[config.mk]
export PLATFORM = sky130hd
export DESIGN_NAME = ogrd_ray_unit
export DESIGN_NICKNAME = d
export VERILOG_FILES = /design/src/sv/ogrd_pkg.sv /design/src/sv/ogrd_ray_unit.sv
export SDC_FILE = /design/constraint.sdc
export NUM_CORES = 1
export LEC_CHECK = 0
export ABC_CLOCK_PERIOD_IN_PS = 14700
export BUFFER_PORTS_ARGS = -buffer_cell sky130_fd_sc_hd__buf_2
export CAP_MARGIN = 20
export CORE_MARGIN = 2
export CORE_UTILIZATION = 60
export DETAILED_ROUTE_END_ITERATION = 6
export PLACE_DENSITY = 0.87
export REMOVE_ABC_BUFFERS = 1
export SETUP_SLACK_MARGIN = 0.2
export SYNTH_ARGS = -nofsm -noshare
export SYNTH_HDL_FRONTEND = slang
export SYNTH_SLANG_ARGS = --single-unit
[constraint.sdc]
create_clock -name clk -period 14.7 [get_ports clk]
set_clock_uncertainty 0.15 [all_clocks]
set_input_delay 2.94 -clock clk [delete_from_list [all_inputs] [get_ports clk]]
set_output_delay 2.94 -clock clk [all_outputs]
set_load 0.01 [all_outputs]
[src/sv/ogrd_pkg.sv]
// Shared types and constants for the occupancy grid ray marcher.
// No dependencies; used by the ray unit, the top level and the checker by scoped names.
`default_nettype none
package ogrd_pkg;

	localparam int POS_W  = 26;
	localparam int PROD_W = 38;
	localparam int DIST_W = 21;
	localparam int RNG_W  = 20;
	localparam int TIME_W = 32;
	localparam int DIR_BITS = 14;
	localparam int CFG_IDX_W = 3;
	localparam int CFG_DATA_W = 32;

	localparam logic [1:0] OP_INTEGRATE = 2'd0;
	localparam logic [1:0] OP_QUERY     = 2'd1;
	localparam logic [1:0] OP_DECAY     = 2'd2;
	localparam logic [1:0] OP_NONE      = 2'd3;

	localparam logic [1:0] ST_UNKNOWN = 2'd0;
	localparam logic [1:0] ST_FREE    = 2'd1;
	localparam logic [1:0] ST_OCC     = 2'd2;

	localparam logic [CFG_IDX_W-1:0] CFG_SCAN_MIN  = 3'd0;
	localparam logic [CFG_IDX_W-1:0] CFG_SCAN_MAX  = 3'd1;
	localparam logic [CFG_IDX_W-1:0] CFG_QUERY_MIN = 3'd2;
	localparam logic [CFG_IDX_W-1:0] CFG_QUERY_MAX = 3'd3;
	localparam logic [CFG_IDX_W-1:0] CFG_RAY_STEP  = 3'd4;
	localparam logic [CFG_IDX_W-1:0] CFG_TIMEOUT   = 3'd5;
	localparam logic [CFG_IDX_W-1:0] CFG_PERIOD    = 3'd6;

	typedef struct packed {
		logic [1:0]         operation;
		logic signed [23:0] start_x;
		logic signed [23:0] start_y;
		logic signed [15:0] dir_x;
		logic signed [15:0] dir_y;
		logic [19:0]        range_value;
		logic               range_finite;
		logic [31:0]        time_now;
	} req_t;

	typedef struct packed {
		logic [19:0] distance;
		logic        has_return;
		logic        origin_outside;
	} rsp_t;

	typedef struct packed {
		logic [1:0]  state;
		logic [31:0] stamp;
	} cell_t;

	typedef struct packed {
		logic               sel_y;
		logic [DIST_W-1:0]  ray_d;
	} ray_ctl_t;

endpackage
`default_nettype wire

[src/sv/ogrd_ray_unit.sv]
// Shared sample-point unit: origin + round(dir * d / 2^14), one axis per cycle.
// Depends on ogrd_pkg.
`default_nettype none
module ogrd_ray_unit (
	input  wire logic                               clk,
	input  wire ogrd_pkg::ray_ctl_t                 ctl,
	input  wire logic signed [23:0]                 start_x,
	input  wire logic signed [23:0]                 start_y,
	input  wire logic signed [15:0]                 dir_x,
	input  wire logic signed [15:0]                 dir_y,
	output logic signed [ogrd_pkg::POS_W-1:0]       pos_s2
);
	logic signed [ogrd_pkg::PROD_W-1:0] prod_s1;
	logic signed [23:0]                 org_s1;
	logic signed [15:0]                 dir_sel;
	logic signed [ogrd_pkg::PROD_W-1:0] rnd;
	logic signed [ogrd_pkg::PROD_W-1:0] shf;

	assign dir_sel = ctl.sel_y ? dir_y : dir_x;
	assign rnd = prod_s1 + ogrd_pkg::PROD_W'(1 << (ogrd_pkg::DIR_BITS - 1));
	assign shf = rnd >>> ogrd_pkg::DIR_BITS;

	always_ff @(posedge clk) begin
		prod_s1 <= ogrd_pkg::PROD_W'(dir_sel * $signed({1'b0, ctl.ray_d}));
		org_s1  <= ctl.sel_y ? start_y : start_x;
		pos_s2  <= ogrd_pkg::POS_W'(org_s1) + shf[ogrd_pkg::POS_W-1:0];
	end
endmodule
`default_nettype wire

# After elaboration in Yosys (flattened, before gate mapping)
# Cells that the tools add are included.
dict set report word_totals {
  register_bits 87
  in_bits 103
  word_cells 8
}
dict set report op_classes {
  addsub 2
  n_mul 1
  n_mux 2
}
# op n
set ops {}
lappend ops {{$add 38x15->38 const B} 1}
lappend ops {{$mul 16x22->38} 1}
lappend ops {{$add 24x24->25} 1}
lappend ops {{$mux 24} 1}
lappend ops {{$mux 16} 1}

# Logic depth before layout (Yosys ltp)
# Gate-level depths: netlist of run 1.
dict set report depth {
  word_depth 2
  depth_mapped 26
  depth_no_buf 24
}

# Least setup slack after synthesis of run 1
# No wires, ideal clock.
dict set report synth_path {
  path_kind {input-to-reg}
  start {input ctl[21] (netlist name)}
  end {register prod_s1[31] (netlist name)}
  setup_ns 0.122
  t_arrival_ns 9.220
  t_required_ns 14.428
  path_slack_ns 5.208
  path_stages 25
  n_path_buf 2
  path_cell_list {buf_1 mux2_2 clkbuf_1 nand2_1 fa_1 inv_1 fa_1 inv_1 fa_1 inv_1 fa_1 inv_1 fa_1 fa_1 inv_1 ha_1 nand2_1 or3_1 a211o_1 and4bb_4 o2111ai_4 a21oi_4 o31a_2 nor4_1 a311o_1}
}
dict set report synth_between {
  elab_chain_cells 2
}
# item line_no
set synth_rtl {}
lappend synth_rtl {{start, declared} ogrd_ray_unit.sv:6} ;# input wire ogrd_pkg::ray_ctl_t ctl,
lappend synth_rtl {{$mux 16} ogrd_ray_unit.sv:19} ;# assign dir_sel = ctl.sel_y ? dir_y : dir_x;
lappend synth_rtl {{$mul 16x22->38} ogrd_ray_unit.sv:24} ;# prod_s1 <= ogrd_pkg::PROD_W'(dir_sel * $signed({1'b0, ctl.ray_d}));
lappend synth_rtl {{end signal, assigned} ogrd_ray_unit.sv:24}
lappend synth_rtl {{end, declared} ogrd_ray_unit.sv:13} ;# logic signed [ogrd_pkg::PROD_W-1:0] prod_s1;
# Every way passes these cells.

# Worst setup path in the final report of run 1
# Ends and elaborated chain as after synthesis.

==> results of run 1 <==
## layout make-up
cell class,instances,area (um2)
Fill cell,1795,7970
Tap cell,319,399
Clock inverter,6,90.1
Sequential cell,74,1480
Timing Repair Buffer,130,656
Clock buffer,9,225
Inverter,345,1290
Multi-Input combinational cell,1103,11300
## Yosys cell counts, drive strengths merged (13+ instances only)
master,instances
nor3,13
o21ai,27
fa,264
inv,345
xor2,20
a21o,17
nand2,206
nand3,21
and2,142
mux2,39
clkbuf,55
a21oi,34
ha,154
nor2,39
dfxtp,74
xnor2,44
## registers in the layout, summed over array words and instances, names as in the netlist
register,count
org_s1,24
pos_s2,25
prod_s1,25
## critical path: stages
cell	delay, ns
buf_2	0.07
buf_4	0.47
mux2_2	0.55
nand2_1	0.15
fa_1	0.56
inv_1	0.06
fa_1	0.53
inv_1	0.05
fa_1	0.50
inv_1	0.06
fa_1	0.55
inv_1	0.06
fa_1	0.44
fa_1	0.49
inv_1	0.05
ha_1	0.34
nand2_1	0.10
or3_1	0.38
a211o_1	0.31
and4bb_4	0.34
o2111ai_4	0.18
a21oi_4	0.22
o31a_2	0.18
nor4_1	0.05
a311o_1	0.32
## layer usage
metal  vias to the layer above  track usage, %  share of wire, %  wire length, um
met3                       123            5.80               8.8             3100
met5                         -               0                 0                0
met1                      5375            37.3                39            13800
met4                         0            10.6               3.6             1280
li1                       4954               -                 -                -
met2                       520            50.1                48            17000
## kinds of logic after synthesis
family,synth area share [%]
compound gates,5.83
xor+xnor,3.93
fa+ha+maj,50.5
buf+inv,10.6
flops,10.4
mux,3.15
simple gates,15.6
## placed cells by master (no fill, tap or decap), types with 6 or more instances in the layout
master and instances:
a211oi_1 6, a21o_1 17, a21oi_1 33, and2_1 142
and3_1 7, buf_2 128, clkbuf_16 9, dfxtp_1 74
fa_1 264, ha_1 154, inv_1 345, mux2_2 39
nand2_1 206, nand3_1 21, nand4_1 7, nor2_1 39
nor3_1 13, o21ai_0 25, o21bai_1 6, or2_2 9
xnor2_1 44, xor2_1 20
## path summary, 6_finish.rpt
check	end	slack [ns]	depth (start not counted)
max	prod_s1[31]$_DFF_P_	4.78	25
min	pos_s2[0]$_DFF_P_	0.32	1
max reg2reg	pos_s2[23]$_DFF_P_	10.40	14
min reg2reg	pos_s2[0]$_DFF_P_	0.32	1
## metrics by stage
stage / cells / instance area [um2] / util [%] / setup WS [ns]
3_3_place_gp: 1971 / 15100 / 64.6 / 4.70
6_report: 1986 / 15400 / 65.9 / 4.78
3_5_place_dp: 1971 / 15100 / 64.6 / 4.45
4_1_cts: 1986 / 15400 / 65.9 / 4.81
2_1_floorplan: 1522 / 14100 / - / 5.34
5_1_grt: 1986 / 15400 / 65.9 / 4.46
==> results.toml, run 1 <==
[status]
status = "completed"

[critical_path]
required_ns = 14.77
crit_start = "ctl[21]"
crit_fanout = 40
cp.arrival_ns = 9.99
r2r-start = "prod_s1[15]$_DFF_P_"
crit_type = "in2reg"
worstSetupEndpointType = "register"
critPathLaunchType = "primary input"

[route]
drt_iter0_drc = 675
finalWirelength_um = 35100
post_drt_wl_per_cell_um = 17.7
drtPass1Iterations = 5
vias = 11000
drc = 0
post_drt_via_cell_ratio = 5.52
ant_nets = 0

[placement]
hpwl_um = 28500
port_buffers = 128
place_congestion = 0.937

[yosys]
synth_area_leaders = "fa_1 37%, ha_1 13%, dfxtp_1 10%"
avgSynthCellArea_um2 = 9.04
yosys_most_used_dff = "dfxtp_1"
synthCells = 1580
yosysWarnings = 0
synth_edf_count = 0
yosysTopAreaCell = "fa_1"
synth.distinct_cells = 52
synth_top_area_share_pct = 37.0
synth_seq_cells = 74
ys_seq_area_share_pct = 10.4
async_flop_share_pct = 0
synth_area_um2 = 14300

[floorplan]
initial_core_util_pct = 61.0
die_h_um = 158
die_width_um = 158
rows = 56
fp.coreArea_um2 = 23400
dieArea_um2 = 25000
io_pins = 129

[final_layout]
drive_gt1_share_pct = 12.1
synthToLayoutAreaGrowth_pct = 8.07
antenna_cells = 0
fin_nets = 2184

[timing]
rsz0062_at_grt = "false"
hold_viol_final = 0
worstMarginPinSlew_ns = 0.884
whs_ns = 0.324
finalSetupViolCount = 0
slew_headroom_pct = 39.5
finalSetupTns_ns = 0
timing.final.crit_share_pct = 67.5
slew_viol_final = 0
fin_crit_ns = 9.92
fmax_ghz = 0.101

[clocking]
clkTransAtPathRegs_ns = 0.06
cts.sinks = 74
cts_max_level = 3
hold_buffers = 0
cts_buffers = 9
cts_tree = "yes"
insertion_delay_ns = 0.33
cts_root_buf = "clkbuf_16"
post_cts_buffers = 0
cts_buffer_depth = 2
ctsResizeCount = 0

[grt]
grt_overflow = 0
grt_usage_pct = 29.4
grt_pass1_wl_um = 56900
grt_pass1_vias = 11800
grt_max_degree = 41
antenna_found_initial = 0

[run]
cap_viol_max_count = 0

[hold_path]
hold_path.class = "reg2reg"
hp-start = "org_s1[0]$_DFF_P_"
Power of run 1 is left out: the tool's default activity adds up to more than one toggle a clock period on the data nets, which glitch-free logic cannot reach.
==> run 2, diff against run 1 <==
--- a/config.mk
+++ b/config.mk
@@ -5,7 +5,7 @@
 export SDC_FILE = /design/constraint.sdc
 export NUM_CORES = 1
 export LEC_CHECK = 0
-export ABC_CLOCK_PERIOD_IN_PS = 14700
+export ABC_CLOCK_PERIOD_IN_PS = 10200
 export BUFFER_PORTS_ARGS = -buffer_cell sky130_fd_sc_hd__buf_2
 export CAP_MARGIN = 20
 export CORE_MARGIN = 2
==> constraint.sdc (replaced) <==
create_clock -name clk -period 10.2 [get_ports clk]
set_clock_uncertainty 0.15 [all_clocks]
set_input_delay 2.04 -clock clk [delete_from_list [all_inputs] [get_ports clk]]
set_output_delay 2.04 -clock clk [all_outputs]
set_load 0.01 [all_outputs]
==> run 2 against run 1 <==
Hold slack better by 0.0022 ns. First-iteration DRC count stayed put. Cell count is 0.10% higher. Critical endpoint unchanged.
==> results.toml, run 2 (same netlist as run 1, synthesis figures left out) <==
[status]
status = "completed"

[critical_path]
reg2regPathDepth = 14
path_cells = "buf_2 -> mux2_2 -> nand2_1 -> fa_1 -> inv_1 -> fa_1 -> inv_1 -> fa_1 -> inv_1 -> fa_1 -> inv_1 -> fa_1 -> fa_1 -> inv_1 -> ha_1 -> nand2_1 -> or3_1 -> a211o_1 -> and4bb_4 -> o2111ai_4 -> a21oi_4 -> o31a_2 -> nor4_1 -> a311o_1"
reg2reg_slack_ns = 5.87
required_ns = 10.27
crit_type = "in2reg"
r2r-start = "prod_s1[15]$_DFF_P_"
crit_fanout = 21
crit_start = "ctl[21]"
cp.arrival_ns = 8.80
worstSetupEndpointType = "register"
critPathLaunchType = "primary input"
reg2reg_to = "pos_s2[23]$_DFF_P_"
crit_end = "prod_s1[31]$_DFF_P_"
crit_path_frequent_cell = "fa_1"
slowest_stage = "fa_1"
critical_path.max_stage_delay_ns = 0.56

[timing]
finalSetupTns_ns = 0
worstMarginPinSlew_ns = 0.894
hold_viol_final = 0
fmax_ghz = 0.114
finalSetupViolCount = 0
rsz0062_at_grt = "false"
timing.final.crit_share_pct = 85.6
fin_crit_ns = 8.73
slew_viol_final = 0
slew_headroom_pct = 38.9
setup_slack_ns = 1.47

[clocking]
cts_buffers = 9
insertion_delay_ns = 0.33
cts.sinks = 74
ctsResizeCount = 0
cts_max_level = 3
cts_buffer_depth = 2
post_cts_buffers = 0
cts_tree = "yes"
cts_root_buf = "clkbuf_16"
hold_buffers = 0
clkTransAtPathRegs_ns = 0.06

[route]
drtPass1Iterations = 5
post_drt_via_cell_ratio = 5.54
post_drt_wl_per_cell_um = 17.9
ant_nets = 0
drc = 0
drt_iter0_drc = 675
vias = 11000
finalWirelength_um = 35600

[grt]
antenna_found_initial = 1
grt_pass1_vias = 11700
grt_max_degree = 26
grt_pass1_wl_um = 57700
grt_overflow = 0
grt_usage_pct = 29.9

[final_layout]
multiInputGateArea_um2 = 11300
top_regs = "pos_s2: 25 flops, prod_s1: 25 flops, org_s1: 24 flops"
seq_area_um2 = 1480
finalInstanceArea_um2 = 15400
final_cell_mix = "345 x inv_1, 264 x fa_1, 206 x nand2_1, 154 x ha_1, 142 x and2_1"
final_common_cell = "inv_1"
synthToLayoutAreaGrowth_pct = 7.94
fillers = 1887
drive_gt1_share_pct = 12.1
fin_nets = 2184

[floorplan]
dieArea_um2 = 25000
initial_core_util_pct = 61.0
io_pins = 129
die_h_um = 158
die_width_um = 158
rows = 56
fp.coreArea_um2 = 23400

[placement]
place_congestion = 0.965
pre_cts_ws_ns = 1.17
place_area_um2 = 15100
port_buffers = 128
hpwl_um = 28700

[run]
cap_viol_max_count = 0

[hold_path]
hold_path.class = "reg2reg"
==> run 2: layer usage <==
metal	global-route usage (%)	vias up	part of all wire (%)
li1	-	4957	-
met1	37.4	5399	38
met2	51.2	525	48
met3	5.12	127	8.7
met4	13.2	0	4.9
met5	0	-	0
==> run 2: how the worst min path moves through the flow <==
stage	endpoint	slack (ns)	cells past startpoint	from
after floorplan	pos_s2[0]$_DFF_P_	0.28	1	org_s1[0]$_DFF_P_
after global placement	pos_s2[0]$_DFF_P_	0.29	1	org_s1[0]$_DFF_P_
after detailed placement	pos_s2[0]$_DFF_P_	0.30	1	org_s1[0]$_DFF_P_
after CTS	pos_s2[0]$_DFF_P_	0.32	1	org_s1[0]$_DFF_P_
after global routing	pos_s2[0]$_DFF_P_	0.34	1	org_s1[0]$_DFF_P_
final	pos_s2[0]$_DFF_P_	0.33	1	org_s1[0]$_DFF_P_
==> run 2: area by class of cell <==
type / instances / area share, %
clock inverters: 6 / 0.422
inverters: 345 / 8.40
flip-flops and latches: 74 / 9.61
repair buffers: 130 / 4.25
clock buffers: 10 / 1.49
multi-input cells: 1103 / 73.2
well taps: 319 / 2.59
diodes: 1 / 0.0162
==> run 2: critical path: cells and delay by family <==
kind                     cells  cell delay, ns
adder cells (fa/ha/maj)      7            3.37
AO/OA/AOI/OAI                5            1.19
AND/OR/NAND/NOR              5            1.00
buffers and inverters        6            0.63
multiplexers                 1            0.54
==> run 2: through the flow <==
stage / util (%) / hold WS, ns / std cells
after floorplan: - / 0.282 / 1522
after global placement: 64.6 / 0.291 / 1971
after detailed placement: 64.6 / 0.299 / 1971
after CTS: 65.8 / 0.325 / 1987
after global routing: 65.8 / 0.344 / 1987
final: 65.9 / 0.326 / 1988
Power of run 2 is left out for the same reason.
==> run 3, diff against run 2 <==
--- a/config.mk
+++ b/config.mk
@@ -6,7 +6,7 @@
 export NUM_CORES = 1
 export LEC_CHECK = 0
 export ABC_CLOCK_PERIOD_IN_PS = 10200
-export BUFFER_PORTS_ARGS = -buffer_cell sky130_fd_sc_hd__buf_2
+export BUFFER_PORTS_ARGS = -buffer_cell sky130_fd_sc_hd__buf_4
 export CAP_MARGIN = 20
 export CORE_MARGIN = 2
 export CORE_UTILIZATION = 60
==> run 3 against run 2 <==
Via count grew 0.74%. Non-clock buffer count unchanged. Wire length increased by 1.3%. Clock-buffer cell count did not move.
==> results.toml, run 3 (same netlist as run 1, synthesis figures left out) <==
[hold_path]
min_to = "pos_s2[0]$_DFF_P_"
hold_path.class = "reg2reg"
min_path_cells = 1
hp-start = "org_s1[0]$_DFF_P_"

[route]
post_drt_wl_per_cell_um = 18.1
finalWirelength_um = 36100
drtPass1Iterations = 5
post_drt_via_cell_ratio = 5.58
drc = 0
route.layer.met1.wl_um = 13800
wl_met2_um = 17700
highest_layer = "met4"
dr_wl_met3_um = 3040
vias = 11100
ant_nets = 0
drt_iter0_drc = 661

[critical_path]
worstSetupEndpointType = "register"
required_ns = 10.28
crit_type = "in2reg"
r2r-start = "prod_s1[15]$_DFF_P_"
reg2reg_to = "pos_s2[23]$_DFF_P_"
cp.arrival_ns = 8.68
reg2reg_slack_ns = 5.62
reg2regPathDepth = 14
critPathLaunchType = "primary input"
crit_fanout = 21

[floorplan]
die_width_um = 158
die_h_um = 158
fp.coreArea_um2 = 23400
initial_core_util_pct = 61.0
rows = 56
dieArea_um2 = 25000
io_pins = 129

[clocking]
cts_max_level = 3
hold_buffers = 0
cts.sinks = 74
cts_buffer_depth = 2
post_cts_buffers = 0
clkTransAtPathRegs_ns = 0.06
cts_tree = "yes"
insertion_delay_ns = 0.34
cts_root_buf = "clkbuf_16"
ctsResizeCount = 0
cts_buffers = 9

[timing]
slew_viol_final = 0
fin_crit_ns = 8.60
finalSetupTns_ns = 0
slew_headroom_pct = 38.7
timing.final.crit_share_pct = 84.3
worstMarginPinSlew_ns = 0.896
setup_slack_ns = 1.60
whs_ns = 0.315
rsz0062_at_grt = "false"
hold_viol_final = 0
fmax_ghz = 0.116
finalSetupViolCount = 0

[final_layout]
layoutNonFillerInstCount = 1987
fillers = 1772
synthToLayoutAreaGrowth_pct = 10.5
final_cell_mix = "345 x inv_1, 264 x fa_1, 206 x nand2_1, 154 x ha_1, 142 x and2_1"
fin_nets = 2184
top_regs = "pos_s2: 25 flops, prod_s1: 25 flops, org_s1: 24 flops"
antenna_cells = 0
drive_gt1_share_pct = 12.2
final_common_cell = "inv_1"

[grt]
grt_pass1_vias = 12000
antenna_found_initial = 0
grt_pass1_wl_um = 58100
grt_usage_pct = 29.8
grt_max_degree = 24
grt_overflow = 0

[placement]
dp_cells = 1971
place_congestion = 0.918
pre_cts_ws_ns = 1.29
hpwl_um = 28300
port_buffers = 128

[status]
status = "completed"

[run]
cap_viol_max_count = 0
[run 3: cell count changes in the layout (fill, tap and decap cells not counted), sizes merged]
cell	before	now
inv	346	347
diode	1	0
clkinvlp	1	0
bufinv	1	2
clkinv	3	2
[run 3: metal layers]
layer  GRT usage [%]  vias up
met3            5.63      147
met4            11.7        0
li1                -     4959
met1            36.9     5403
met5               0        -
met2            51.8      581
[run 3: area by class of cell]
class / instances / area [um2] / share of cell area [%]
tap: 319 / 399 / 2.53
timing repair buffer: 130 / 976 / 6.19
sequential: 74 / 1480 / 9.39
clock buffer: 10 / 239 / 1.52
clock inverter: 6 / 97.6 / 0.619
multi-input combinational: 1103 / 11300 / 71.5
inverter: 345 / 1290 / 8.21
[run 3: metrics by stage]
step	instance area, um2	utilization (%)
after floorplan	14100	-
after global placement	15400	66.0
after detailed placement	15400	66.0
after CTS	15800	67.4
after global routing	15800	67.4
final	15800	67.4
[run 3: critical path: stages]
cell,delay (ns)
buf_4,0.27
mux2_2,0.55
nand2_1,0.16
fa_1,0.57
inv_1,0.06
fa_1,0.49
inv_1,0.06
fa_1,0.53
inv_1,0.05
fa_1,0.47
inv_1,0.05
fa_1,0.45
fa_1,0.49
inv_1,0.04
ha_1,0.34
nand2_1,0.08
or3_1,0.37
a211o_1,0.31
and4bb_4,0.34
o2111ai_4,0.19
a21oi_4,0.22
o31a_2,0.17
nor4_1,0.05
a311o_1,0.31
[run 3: worst max-delay path by stage]
stage | from | to | slack, ns | cells after the start
final | ctl[21] | prod_s1[31]$_DFF_P_ | 1.60 | 24
after global routing | ctl[21] | prod_s1[31]$_DFF_P_ | 1.34 | 24
after CTS | ctl[21] | prod_s1[31]$_DFF_P_ | 1.63 | 23
after floorplan | ctl[21] | prod_s1[31]$_DFF_P_ | 1.74 | 21
after global placement | ctl[21] | prod_s1[31]$_DFF_P_ | 1.38 | 23
after detailed placement | ctl[21] | prod_s1[31]$_DFF_P_ | 1.29 | 23
Power of run 3 is left out for the same reason.
